`config.mk`:
```
export PLATFORM = sky130hd
export DESIGN_NAME = bit_set_with_size_tracking_unit
export DESIGN_NICKNAME = d
export VERILOG_FILES = /design/src/bsst_pkg.sv /design/src/bsst_word_mem.sv /design/src/bsst_seq.sv /design/src/bsst_out_reg.sv /design/src/bit_set_with_size_tracking_unit.sv
export SDC_FILE = /design/constraint.sdc
export NUM_CORES = 2
export LEC_CHECK = 0
export BUFFER_PORTS_ARGS = -buffer_cell sky130_fd_sc_hd__buf_2
export CORE_MARGIN = 2
export CORE_UTILIZATION = 41
export CTS_CLUSTER_DIAMETER = 50
export CTS_CLUSTER_SIZE = 25
export DETAILED_ROUTE_END_ITERATION = 8
export SYNTH_ARGS = -nofsm -noshare
export SYNTH_HDL_FRONTEND = slang
export SYNTH_SLANG_ARGS = --single-unit
```
`constraint.sdc`:
```
create_clock -name clk_i -period 9.6 [get_ports clk_i]
set_clock_uncertainty 0.1 [all_clocks]
set_input_delay 1.92 -clock clk_i [delete_from_list [all_inputs] [get_ports clk_i]]
set_output_delay 1.92 -clock clk_i [all_outputs]
set_load 0.03 [all_outputs]
```
`src/bsst_pkg.sv`:
```
// Types, constants and a helper function of the bit set unit.
`default_nettype none

package bsst_pkg;

  localparam int unsigned CAPACITY_DEF = 1024;
  localparam int unsigned WORD_BITS    = 32;
  localparam int unsigned WORD_AW      = $clog2(WORD_BITS);
  localparam int unsigned OUT_CNT_W    = 11;

  localparam logic [2:0] CMD_SET       = 3'd0;
  localparam logic [2:0] CMD_CLEAR     = 3'd1;
  localparam logic [2:0] CMD_FLIP      = 3'd2;
  localparam logic [2:0] CMD_READ      = 3'd3;
  localparam logic [2:0] CMD_CLEAR_ALL = 3'd4;

  typedef struct packed {
    logic [2:0]  command;
    logic [15:0] bit_index;
  } in_item_t;

  typedef struct packed {
    logic                 bit_value;
    logic [OUT_CNT_W-1:0] set_size;
    logic [OUT_CNT_W-1:0] ones_count;
    logic                 index_error;
  } out_item_t;

  typedef struct packed {
    logic wr_en;
    logic rd_en;
  } mem_ctl_t;

  typedef enum logic [3:0] {
    ST_CLEAR  = 4'b0001,
    ST_IDLE   = 4'b0010,
    ST_MODIFY = 4'b0100,
    ST_SCAN   = 4'b1000
  } state_e;

  // Position of the highest set bit, binary search over halves.
  function automatic logic [WORD_AW-1:0] find_last_set(input logic [WORD_BITS-1:0] w);
    logic [WORD_BITS-1:0] v;
    logic [WORD_AW-1:0]   pos;
    v   = w;
    pos = '0;
    for (int s = WORD_AW - 1; s >= 0; s--) begin
      if ((v >> (1 << s)) != '0) begin
        pos[s] = 1'b1;
        v      = v >> (1 << s);
      end
    end
    return pos;
  endfunction

endpackage

`default_nettype wire

```
`src/bsst_word_mem.sv`:
```
// Word memory of the bit set: one write port, one registered read port.
`default_nettype none

module bsst_word_mem #(
  parameter int unsigned DEPTH = 32,
  parameter int unsigned AW    = 5,
  parameter int unsigned DW    = 32
) (
  input  wire logic              clk_i,
  input  bsst_pkg::mem_ctl_t     ctl_i,
  input  wire logic [AW-1:0]     waddr_i,
  input  wire logic [DW-1:0]     wdata_i,
  input  wire logic [AW-1:0]     raddr_i,
  output logic      [DW-1:0]     rdata_o
);
  import bsst_pkg::*;

  logic [DW-1:0] mem_q [DEPTH];
  logic [DW-1:0] rdata_q;

  always_ff @(posedge clk_i) begin
    if (ctl_i.wr_en) begin
      mem_q[waddr_i] <= wdata_i;
    end
    if (ctl_i.rd_en) begin
      rdata_q <= mem_q[raddr_i];
    end
  end

  assign rdata_o = rdata_q;

endmodule

`default_nettype wire

```
`src/bsst_seq.sv`:
```
// Sequencer of the bit set: read-modify-write, shrink scan, clearing pass.
`default_nettype none

module bsst_seq #(
  parameter int unsigned CAPACITY  = 1024,
  parameter int unsigned NUM_WORDS = 32,
  parameter int unsigned WA        = 5,
  parameter int unsigned SIZE_W    = 11
) (
  input  wire logic                          clk_i,
  input  wire logic                          rst_ni,
  input  wire logic                          in_valid_i,
  input  bsst_pkg::in_item_t                 in_item_i,
  output logic                               in_stall_o,
  output bsst_pkg::mem_ctl_t                 mem_ctl_o,
  output logic [WA-1:0]                      mem_waddr_o,
  output logic [bsst_pkg::WORD_BITS-1:0]     mem_wdata_o,
  output logic [WA-1:0]                      mem_raddr_o,
  input  wire logic [bsst_pkg::WORD_BITS-1:0] mem_rdata_i,
  input  wire logic                          res_ready_i,
  output logic                               res_valid_o,
  output bsst_pkg::out_item_t                res_o
);
  import bsst_pkg::*;

  localparam logic [WA-1:0] LAST_ADDR = WA'(NUM_WORDS - 1);

  state_e            state_q, state_d;
  logic [2:0]        cmd_q;
  logic [15:0]       idx_q;
  logic              err_q;
  logic [SIZE_W-1:0] size_q, size_d;
  logic [SIZE_W-1:0] ones_q, ones_d;
  logic [WA-1:0]     scan_q, scan_d;
  logic [WA-1:0]     clr_q, clr_d;
  logic              reply_q, reply_d;

  logic              accept;
  logic              in_err;
  logic [15:0]       in_word;
  logic [WA-1:0]     in_addr;
  logic [15:0]       cur_word;
  logic [WA-1:0]     cur_addr;
  logic [WORD_AW-1:0] bit_pos;
  logic              old_bit, new_bit;
  logic [WORD_BITS-1:0] new_word;
  logic [SIZE_W-1:0] idx_p1;
  logic              shrink;
  logic              res_bit, res_err;
  logic [31:0]       size_ext, ones_ext;

  function automatic logic [SIZE_W-1:0] top_size(input logic [WA-1:0] addr,
                                                 input logic [WORD_AW-1:0] pos);
    return SIZE_W'((32'(addr) << WORD_AW) + 32'(pos) + 32'd1);
  endfunction

  assign accept   = in_valid_i && (state_q == ST_IDLE);
  assign in_err   = {1'b0, in_item_i.bit_index} >= 17'(CAPACITY);
  assign in_word  = in_item_i.bit_index >> WORD_AW;
  assign in_addr  = in_word[WA-1:0];
  assign cur_word = idx_q >> WORD_AW;
  assign cur_addr = cur_word[WA-1:0];
  assign bit_pos  = idx_q[WORD_AW-1:0];
  assign old_bit  = mem_rdata_i[bit_pos];
  assign idx_p1   = SIZE_W'(32'(idx_q) + 32'd1);

  always_comb begin
    unique case (cmd_q)
      CMD_SET:   new_bit = 1'b1;
      CMD_CLEAR: new_bit = 1'b0;
      CMD_FLIP:  new_bit = ~old_bit;
      default:   new_bit = old_bit;
    endcase
    new_word          = mem_rdata_i;
    new_word[bit_pos] = new_bit;
  end

  // top bit going away
  assign shrink = old_bit && !new_bit && (idx_p1 == size_q);

  always_comb begin
    state_d     = state_q;
    size_d      = size_q;
    ones_d      = ones_q;
    scan_d      = scan_q;
    clr_d       = clr_q;
    reply_d     = reply_q;
    mem_ctl_o   = '0;
    mem_waddr_o = cur_addr;
    mem_wdata_o = new_word;
    mem_raddr_o = in_addr;
    res_valid_o = 1'b0;
    res_bit     = 1'b0;
    res_err     = 1'b0;

    unique case (state_q)
      ST_CLEAR: begin
        mem_ctl_o.wr_en = 1'b1;
        mem_waddr_o     = clr_q;
        mem_wdata_o     = '0;
        if (clr_q == LAST_ADDR) begin
          if (!reply_q) begin
            state_d = ST_IDLE;
          end else if (res_ready_i) begin
            res_valid_o = 1'b1;
            reply_d     = 1'b0;
            state_d     = ST_IDLE;
          end
        end else begin
          clr_d = clr_q + 1'b1;
        end
      end
      ST_IDLE: begin
        if (in_valid_i) begin
          if (in_item_i.command == CMD_CLEAR_ALL) begin
            state_d = ST_CLEAR;
            clr_d   = '0;
            reply_d = 1'b1;
            size_d  = '0;
            ones_d  = '0;
          end else begin
            mem_ctl_o.rd_en = 1'b1;
            state_d         = ST_MODIFY;
          end
        end
      end
      ST_MODIFY: begin
        if (err_q) begin
          if (res_ready_i) begin
            res_valid_o = 1'b1;
            res_err     = 1'b1;
            state_d     = ST_IDLE;
          end
        end else if (shrink && (new_word == '0) && (cur_addr != '0)) begin
          // no lower bit in this word: walk down the lower words
          mem_ctl_o.wr_en = 1'b1;
          mem_ctl_o.rd_en = 1'b1;
          mem_raddr_o     = cur_addr - 1'b1;
          scan_d          = cur_addr - 1'b1;
          ones_d          = ones_q - 1'b1;
          state_d         = ST_SCAN;
        end else if (res_ready_i) begin
          mem_ctl_o.wr_en = old_bit != new_bit;
          if (new_bit && !old_bit) begin
            ones_d = ones_q + 1'b1;
          end else if (old_bit && !new_bit) begin
            ones_d = ones_q - 1'b1;
          end
          if (new_bit && (size_q < idx_p1)) begin
            size_d = idx_p1;
          end else if (shrink) begin
            size_d = (new_word != '0) ? top_size(cur_addr, find_last_set(new_word)) : '0;
          end
          res_valid_o = 1'b1;
          res_bit     = new_bit;
          state_d     = ST_IDLE;
        end
      end
      ST_SCAN: begin
        if ((mem_rdata_i != '0) || (scan_q == '0)) begin
          if (res_ready_i) begin
            size_d = (mem_rdata_i != '0) ? top_size(scan_q, find_last_set(mem_rdata_i))
                                         : '0;
            res_valid_o = 1'b1;
            state_d     = ST_IDLE;
          end
        end else begin
          mem_ctl_o.rd_en = 1'b1;
          mem_raddr_o     = scan_q - 1'b1;
          scan_d          = scan_q - 1'b1;
        end
      end
      default: begin
        state_d = ST_IDLE;
      end
    endcase
  end

  assign size_ext = 32'(size_d);
  assign ones_ext = 32'(ones_d);

  always_comb begin
    res_o.bit_value   = res_bit;
    res_o.set_size    = size_ext[OUT_CNT_W-1:0];
    res_o.ones_count  = ones_ext[OUT_CNT_W-1:0];
    res_o.index_error = res_err;
  end

  assign in_stall_o = state_q != ST_IDLE;

  always_ff @(posedge clk_i or negedge rst_ni) begin
    if (!rst_ni) begin
      state_q <= ST_CLEAR;
      size_q  <= '0;
      ones_q  <= '0;
      scan_q  <= '0;
      clr_q   <= '0;
      reply_q <= 1'b0;
    end else begin
      state_q <= state_d;
      size_q  <= size_d;
      ones_q  <= ones_d;
      scan_q  <= scan_d;
      clr_q   <= clr_d;
      reply_q <= reply_d;
    end
  end

  always_ff @(posedge clk_i) begin
    if (accept) begin
      cmd_q <= in_item_i.command;
      idx_q <= in_item_i.bit_index;
      err_q <= in_err;
    end
  end

endmodule

`default_nettype wire

```
`src/bsst_out_reg.sv`:
```
// Output register of the bit set: holds one result until it is taken.
`default_nettype none

module bsst_out_reg (
  input  wire logic           clk_i,
  input  wire logic           rst_ni,
  input  wire logic           load_i,
  input  bsst_pkg::out_item_t item_i,
  output logic                ready_o,
  output logic                out_valid_o,
  input  wire logic           out_stall_i,
  output bsst_pkg::out_item_t out_item_o
);
  import bsst_pkg::*;

  logic      valid_q;
  out_item_t item_q;

  assign ready_o = !valid_q || !out_stall_i;

  always_ff @(posedge clk_i or negedge rst_ni) begin
    if (!rst_ni) begin
      valid_q <= 1'b0;
    end else if (load_i) begin
      valid_q <= 1'b1;
    end else if (!out_stall_i) begin
      valid_q <= 1'b0;
    end
  end

  always_ff @(posedge clk_i) begin
    if (load_i) begin
      item_q <= item_i;
    end
  end

  assign out_valid_o = valid_q;
  assign out_item_o  = item_q;

endmodule

`default_nettype wire

```
`src/bit_set_with_size_tracking_unit.sv`:
```
// Top level of the bit set unit with size and set-bit count tracking.
// The bits live in one word memory of ceil(CAPACITY/32) words of 32 bits with a registered
// read port; every request other than clear all first reads its word, and set, clear and
// flip write it back when the bit changes. Clearing the highest set bit when no lower bit
// is left in its word then reads the lower words one by one until a set bit or word 0 is
// found. Clear all is accepted in ST_IDLE and then sweeps the memory one word a cycle; the
// same sweep runs after reset, with in_stall_o high while it runs. One request is worked on
// at a time; a finished result sits in an output register while the next request is taken,
// and a request whose result finds that register still stalled waits until it drains.
// set_size and ones_count show the low 11 bits of the tracked values.
`default_nettype none

module bit_set_with_size_tracking_unit #(
  parameter int unsigned CAPACITY = bsst_pkg::CAPACITY_DEF
) (
  input  wire logic           clk_i,
  input  wire logic           rst_ni,
  input  wire logic           in_valid_i,
  output logic                in_stall_o,
  input  bsst_pkg::in_item_t  in_item_i,
  output logic                out_valid_o,
  input  wire logic           out_stall_i,
  output bsst_pkg::out_item_t out_item_o
);
  import bsst_pkg::*;

  localparam int unsigned NUM_WORDS = (CAPACITY + WORD_BITS - 1) / WORD_BITS;
  localparam int unsigned WA        = (NUM_WORDS > 1) ? $clog2(NUM_WORDS) : 1;
  localparam int unsigned SIZE_W    = $clog2(CAPACITY + 1);

  mem_ctl_t             mem_ctl;
  logic [WA-1:0]        mem_waddr;
  logic [WA-1:0]        mem_raddr;
  logic [WORD_BITS-1:0] mem_wdata;
  logic [WORD_BITS-1:0] mem_rdata;
  logic                 res_ready;
  logic                 res_valid;
  out_item_t            res;

  bsst_word_mem #(
    .DEPTH (NUM_WORDS),
    .AW    (WA),
    .DW    (WORD_BITS)
  ) u_mem (
    .clk_i   (clk_i),
    .ctl_i   (mem_ctl),
    .waddr_i (mem_waddr),
    .wdata_i (mem_wdata),
    .raddr_i (mem_raddr),
    .rdata_o (mem_rdata)
  );

  bsst_seq #(
    .CAPACITY  (CAPACITY),
    .NUM_WORDS (NUM_WORDS),
    .WA        (WA),
    .SIZE_W    (SIZE_W)
  ) u_seq (
    .clk_i       (clk_i),
    .rst_ni      (rst_ni),
    .in_valid_i  (in_valid_i),
    .in_item_i   (in_item_i),
    .in_stall_o  (in_stall_o),
    .mem_ctl_o   (mem_ctl),
    .mem_waddr_o (mem_waddr),
    .mem_wdata_o (mem_wdata),
    .mem_raddr_o (mem_raddr),
    .mem_rdata_i (mem_rdata),
    .res_ready_i (res_ready),
    .res_valid_o (res_valid),
    .res_o       (res)
  );

  bsst_out_reg u_out (
    .clk_i       (clk_i),
    .rst_ni      (rst_ni),
    .load_i      (res_valid),
    .item_i      (res),
    .ready_o     (res_ready),
    .out_valid_o (out_valid_o),
    .out_stall_i (out_stall_i),
    .out_item_o  (out_item_o)
  );

endmodule

`default_nettype wire

```
==> flow_summary.toml <==
[status]
status = "finished, final reports clean"

[drt]
wl_per_cell_um = 28.7
via_per_inst = 6.34
initialDrtViolationCount = 4639
wirelength_mm = 164
firstDrtPassIters = 8
drc = 0
antenna_left = 0
vias = 36300

[sta]
worstMarginPinSlew_ps = 1190
setup_violations = 0
period_needed_ps = 8040
rsz0062_at_grt = "false"
max_freq_mhz = 124
slew_headroom = 0.186
hold_viol = 0
fin_crit_sh = 0.837
final_max_slew_viol_count = 0
setup-tns-final_ps = 0

[global_routing]
grt_usage = 0.246
overflow = 0
met2_usage = 0.390
grt_start_max_net_pins = 159
antenna_found_initial = 3
grt_util_met1 = 0.348
busiest_layer = "met2"
grt_pass1_wl_mm = 238
use_met3 = 0.0354
grt_pass1_vias = 33900

[setup_path]
end_kind = "register"
critPathTopFamily = "simple AND/OR/NAND/NOR gates"
crit_chain = "ha_1, nand2_1, inv_1, nand2_1, xnor2_1, inv_1, ha_1, nand4_1, or3_1, nor2_1, and4_1, o21ai_0, o22ai_4, buf_4, a211oi_1, a2111oi_0, buf_4, and4bb_1"
max_stage_delay_ps = 1020
worstPathArrival_ps = 8530
critical_path_class = "register to register"
worstPathRequired_ps = 10090
rrSetupSlack_ps = 1560
critPathMaxFanout = 36
cp_slowest_cell = "a2111oi_0"
worst-path-buf-inv = 4
crit_path_start_kind = "register"

[synthesis]
synthesis.area_um2 = 51600
synth_fa_ha_area_frac = 0.00654
synth-compound-area-share = 0.145
yosys.area_share.xor_xnor = 0.00424
yosysWarnings = 0
yosys.area_share.simple = 0.105
netlist_instances = 4021
synth_cell_types = 93
synth_top_family_by_area = "compound AO/OA/AOI/OAI gates"
ys.flop_type = "edfxtp_1"
yosys_register_bits = 1133
async_flop_share = 0.0335
synth_edf_count = 1095
ys_seq_area_frac = 0.655
synthMuxAreaShare = 0.0444
synth_nets = 4071
avgSynthCellArea_um2 = 12.8

[placement]
dp_hpwl_mm = 94.0
placed_cells = 5507
gp_congestion = 0.940
portBuffers = 48

[clock_network]
clock_latency_ps = 730
cts.clk_slew.worst_paths_ps = 70
cts_tree = "yes"
cts.sinks = 1133
root_buffer = "clkbuf_16"
postCtsHoldBufs = 0
ctsLongestPathBuffers = 3
postCtsSetupBuffers = 0
htreeDepth = 3
cts_made_buffers = 113
cts_resized = 0

[pwr]
leakage_uw = 0.0189
power_density_nw_per_um2 = 224
ir_worst_vdd_uv = 151

[cells_and_area]
syn_to_final_growth_pct = 12.7
nets = 4022
final_cell_mix = "1095 x edfxtp_1, 522 x nand2_1, 212 x a21oi_1, 183 x mux2i_1, 156 x o311ai_0"
drive_gt1_frac = 0.130
fillCellCount = 11000
final_common_cell = "edfxtp_1"
instances_no_fill = 5723

[die]
die_h_um = 359
io_pins = 49
core-area_um2 = 125000
row_count = 130
die_area_um2 = 129000
initial_core_util = 0.412
die_x_um = 359

[run]
maxCapViolCount = 0

[worst_hold_path]
hold_class = "register to register"
-- worst paths after layout --
kind                                startpoint           endpoint  depth (start not counted)
min in group asynchronous               rst_ni    u_seq.ones_q[8]                          1
worst max-delay path            u_seq.idx_q[1]  u_mem.rdata_o[20]                         18
max in group asynchronous               rst_ni   u_seq.state_q[3]                          1
worst min register to register   u_seq.reply_q      u_seq.reply_q                          2
worst min-delay path             u_seq.reply_q      u_seq.reply_q                          2
worst max register to register  u_seq.idx_q[1]  u_mem.rdata_o[20]                         18
-- cells in the mapped netlist (all sizes together) (10+ instances only) --
library cell,instances,share of area
a31oi,15,0.0022
xnor2,18,0.0031
and3,12,0.0016
edfxtp,1095,0.64
a22oi,10,0.0015
o211ai,38,0.0055
nor2b,10,0.0012
o21ai,74,0.0072
nor2,136,0.0099
nor3,73,0.0072
o31ai,11,0.0020
and4bb,31,0.0075
mux2,37,0.0081
nand3b,10,0.0015
nand2,525,0.038
and2,14,0.0017
nor4,12,0.0016
mux2i,183,0.035
nand4,109,0.013
buf,111,0.012
a211o,36,0.0061
o32ai,32,0.0054
o311ai,157,0.027
inv,148,0.011
clkbuf,241,0.018
o2111ai,98,0.017
nand3,134,0.013
a21oi,213,0.021
ha,27,0.0065
a2111oi,67,0.011
o221ai,69,0.012
o21a,15,0.0022
a211oi,75,0.011
dfrtp,37,0.018
nand2b,11,0.0013
-- layer usage --
metal  vias to the layer above  share of wire
li1                      15800              -
met3                       287          0.087
met4                         0          0.034
met1                     18200           0.41
met5                         -              0
met2                      1992           0.47
-- metrics by stage --
stage | total power (uW) | hold WS (ps) | setup WS (ps) | area, um^2 | util
2_1_floorplan | 7340 | 381 | 3250 | 51600 | -
3_3_place_gp | 8280 | 410 | 1750 | 54100 | 0.432
3_5_place_dp | 8290 | 427 | 1690 | 54100 | 0.432
4_1_cts | 13000 | 441 | 1690 | 58200 | 0.465
5_1_grt | 13400 | 490 | 1240 | 58200 | 0.465
6_report | 13000 | 444 | 1560 | 58200 | 0.465
-- sequential cells by signal (all words and copies together), names as in the netlist --
name,flops
u_seq.state_q,4
u_seq.cmd_q,3
u_mem.rdata_o,32
u_seq.ones_q,11
u_seq.reply_q,1
u_mem.mem_q,1024
u_out.out_valid_o,1
u_seq.scan_q,5
u_seq.size_q,11
u_seq.idx_q,11
u_seq.err_q,1
u_out.out_item_o,24
u_seq.clr_q,5
-- worst min-delay path: cells and delay by family (launching register included) --
kind          cells  cell delay (ps)
flops             1              390
simple gates      2              130
-- area by class of cell --
cell class,instances,area (um^2),share of cell area
clock inverter,94,1160,0.0200
tap,1650,2060,0.0355
inverter,148,556,0.00955
clock buffer,120,2890,0.0496
multi-input combinational,2388,16300,0.280
sequential,1133,33800,0.581
timing repair buffer,188,1370,0.0235
antenna,2,5.00,0.0000860
-- where the power goes --
group | total [uW] | internal (uW) | switching, uW
Combinational | 2130 | 568 | 1560
Clock | 4760 | 2640 | 2120
Sequential | 6120 | 5890 | 222
-- logic make-up (layout without fill, tap and decap cells) --
kind of cell,after synthesis,after routing
flops,1133,1133
simple gates,1119,1119
compound gates,995,995
buf+inv,500,550
mux,222,222
fa+ha+maj,27,27
xor+xnor,25,25
other cells,0,2
Power figures use the tool's default switching activity.
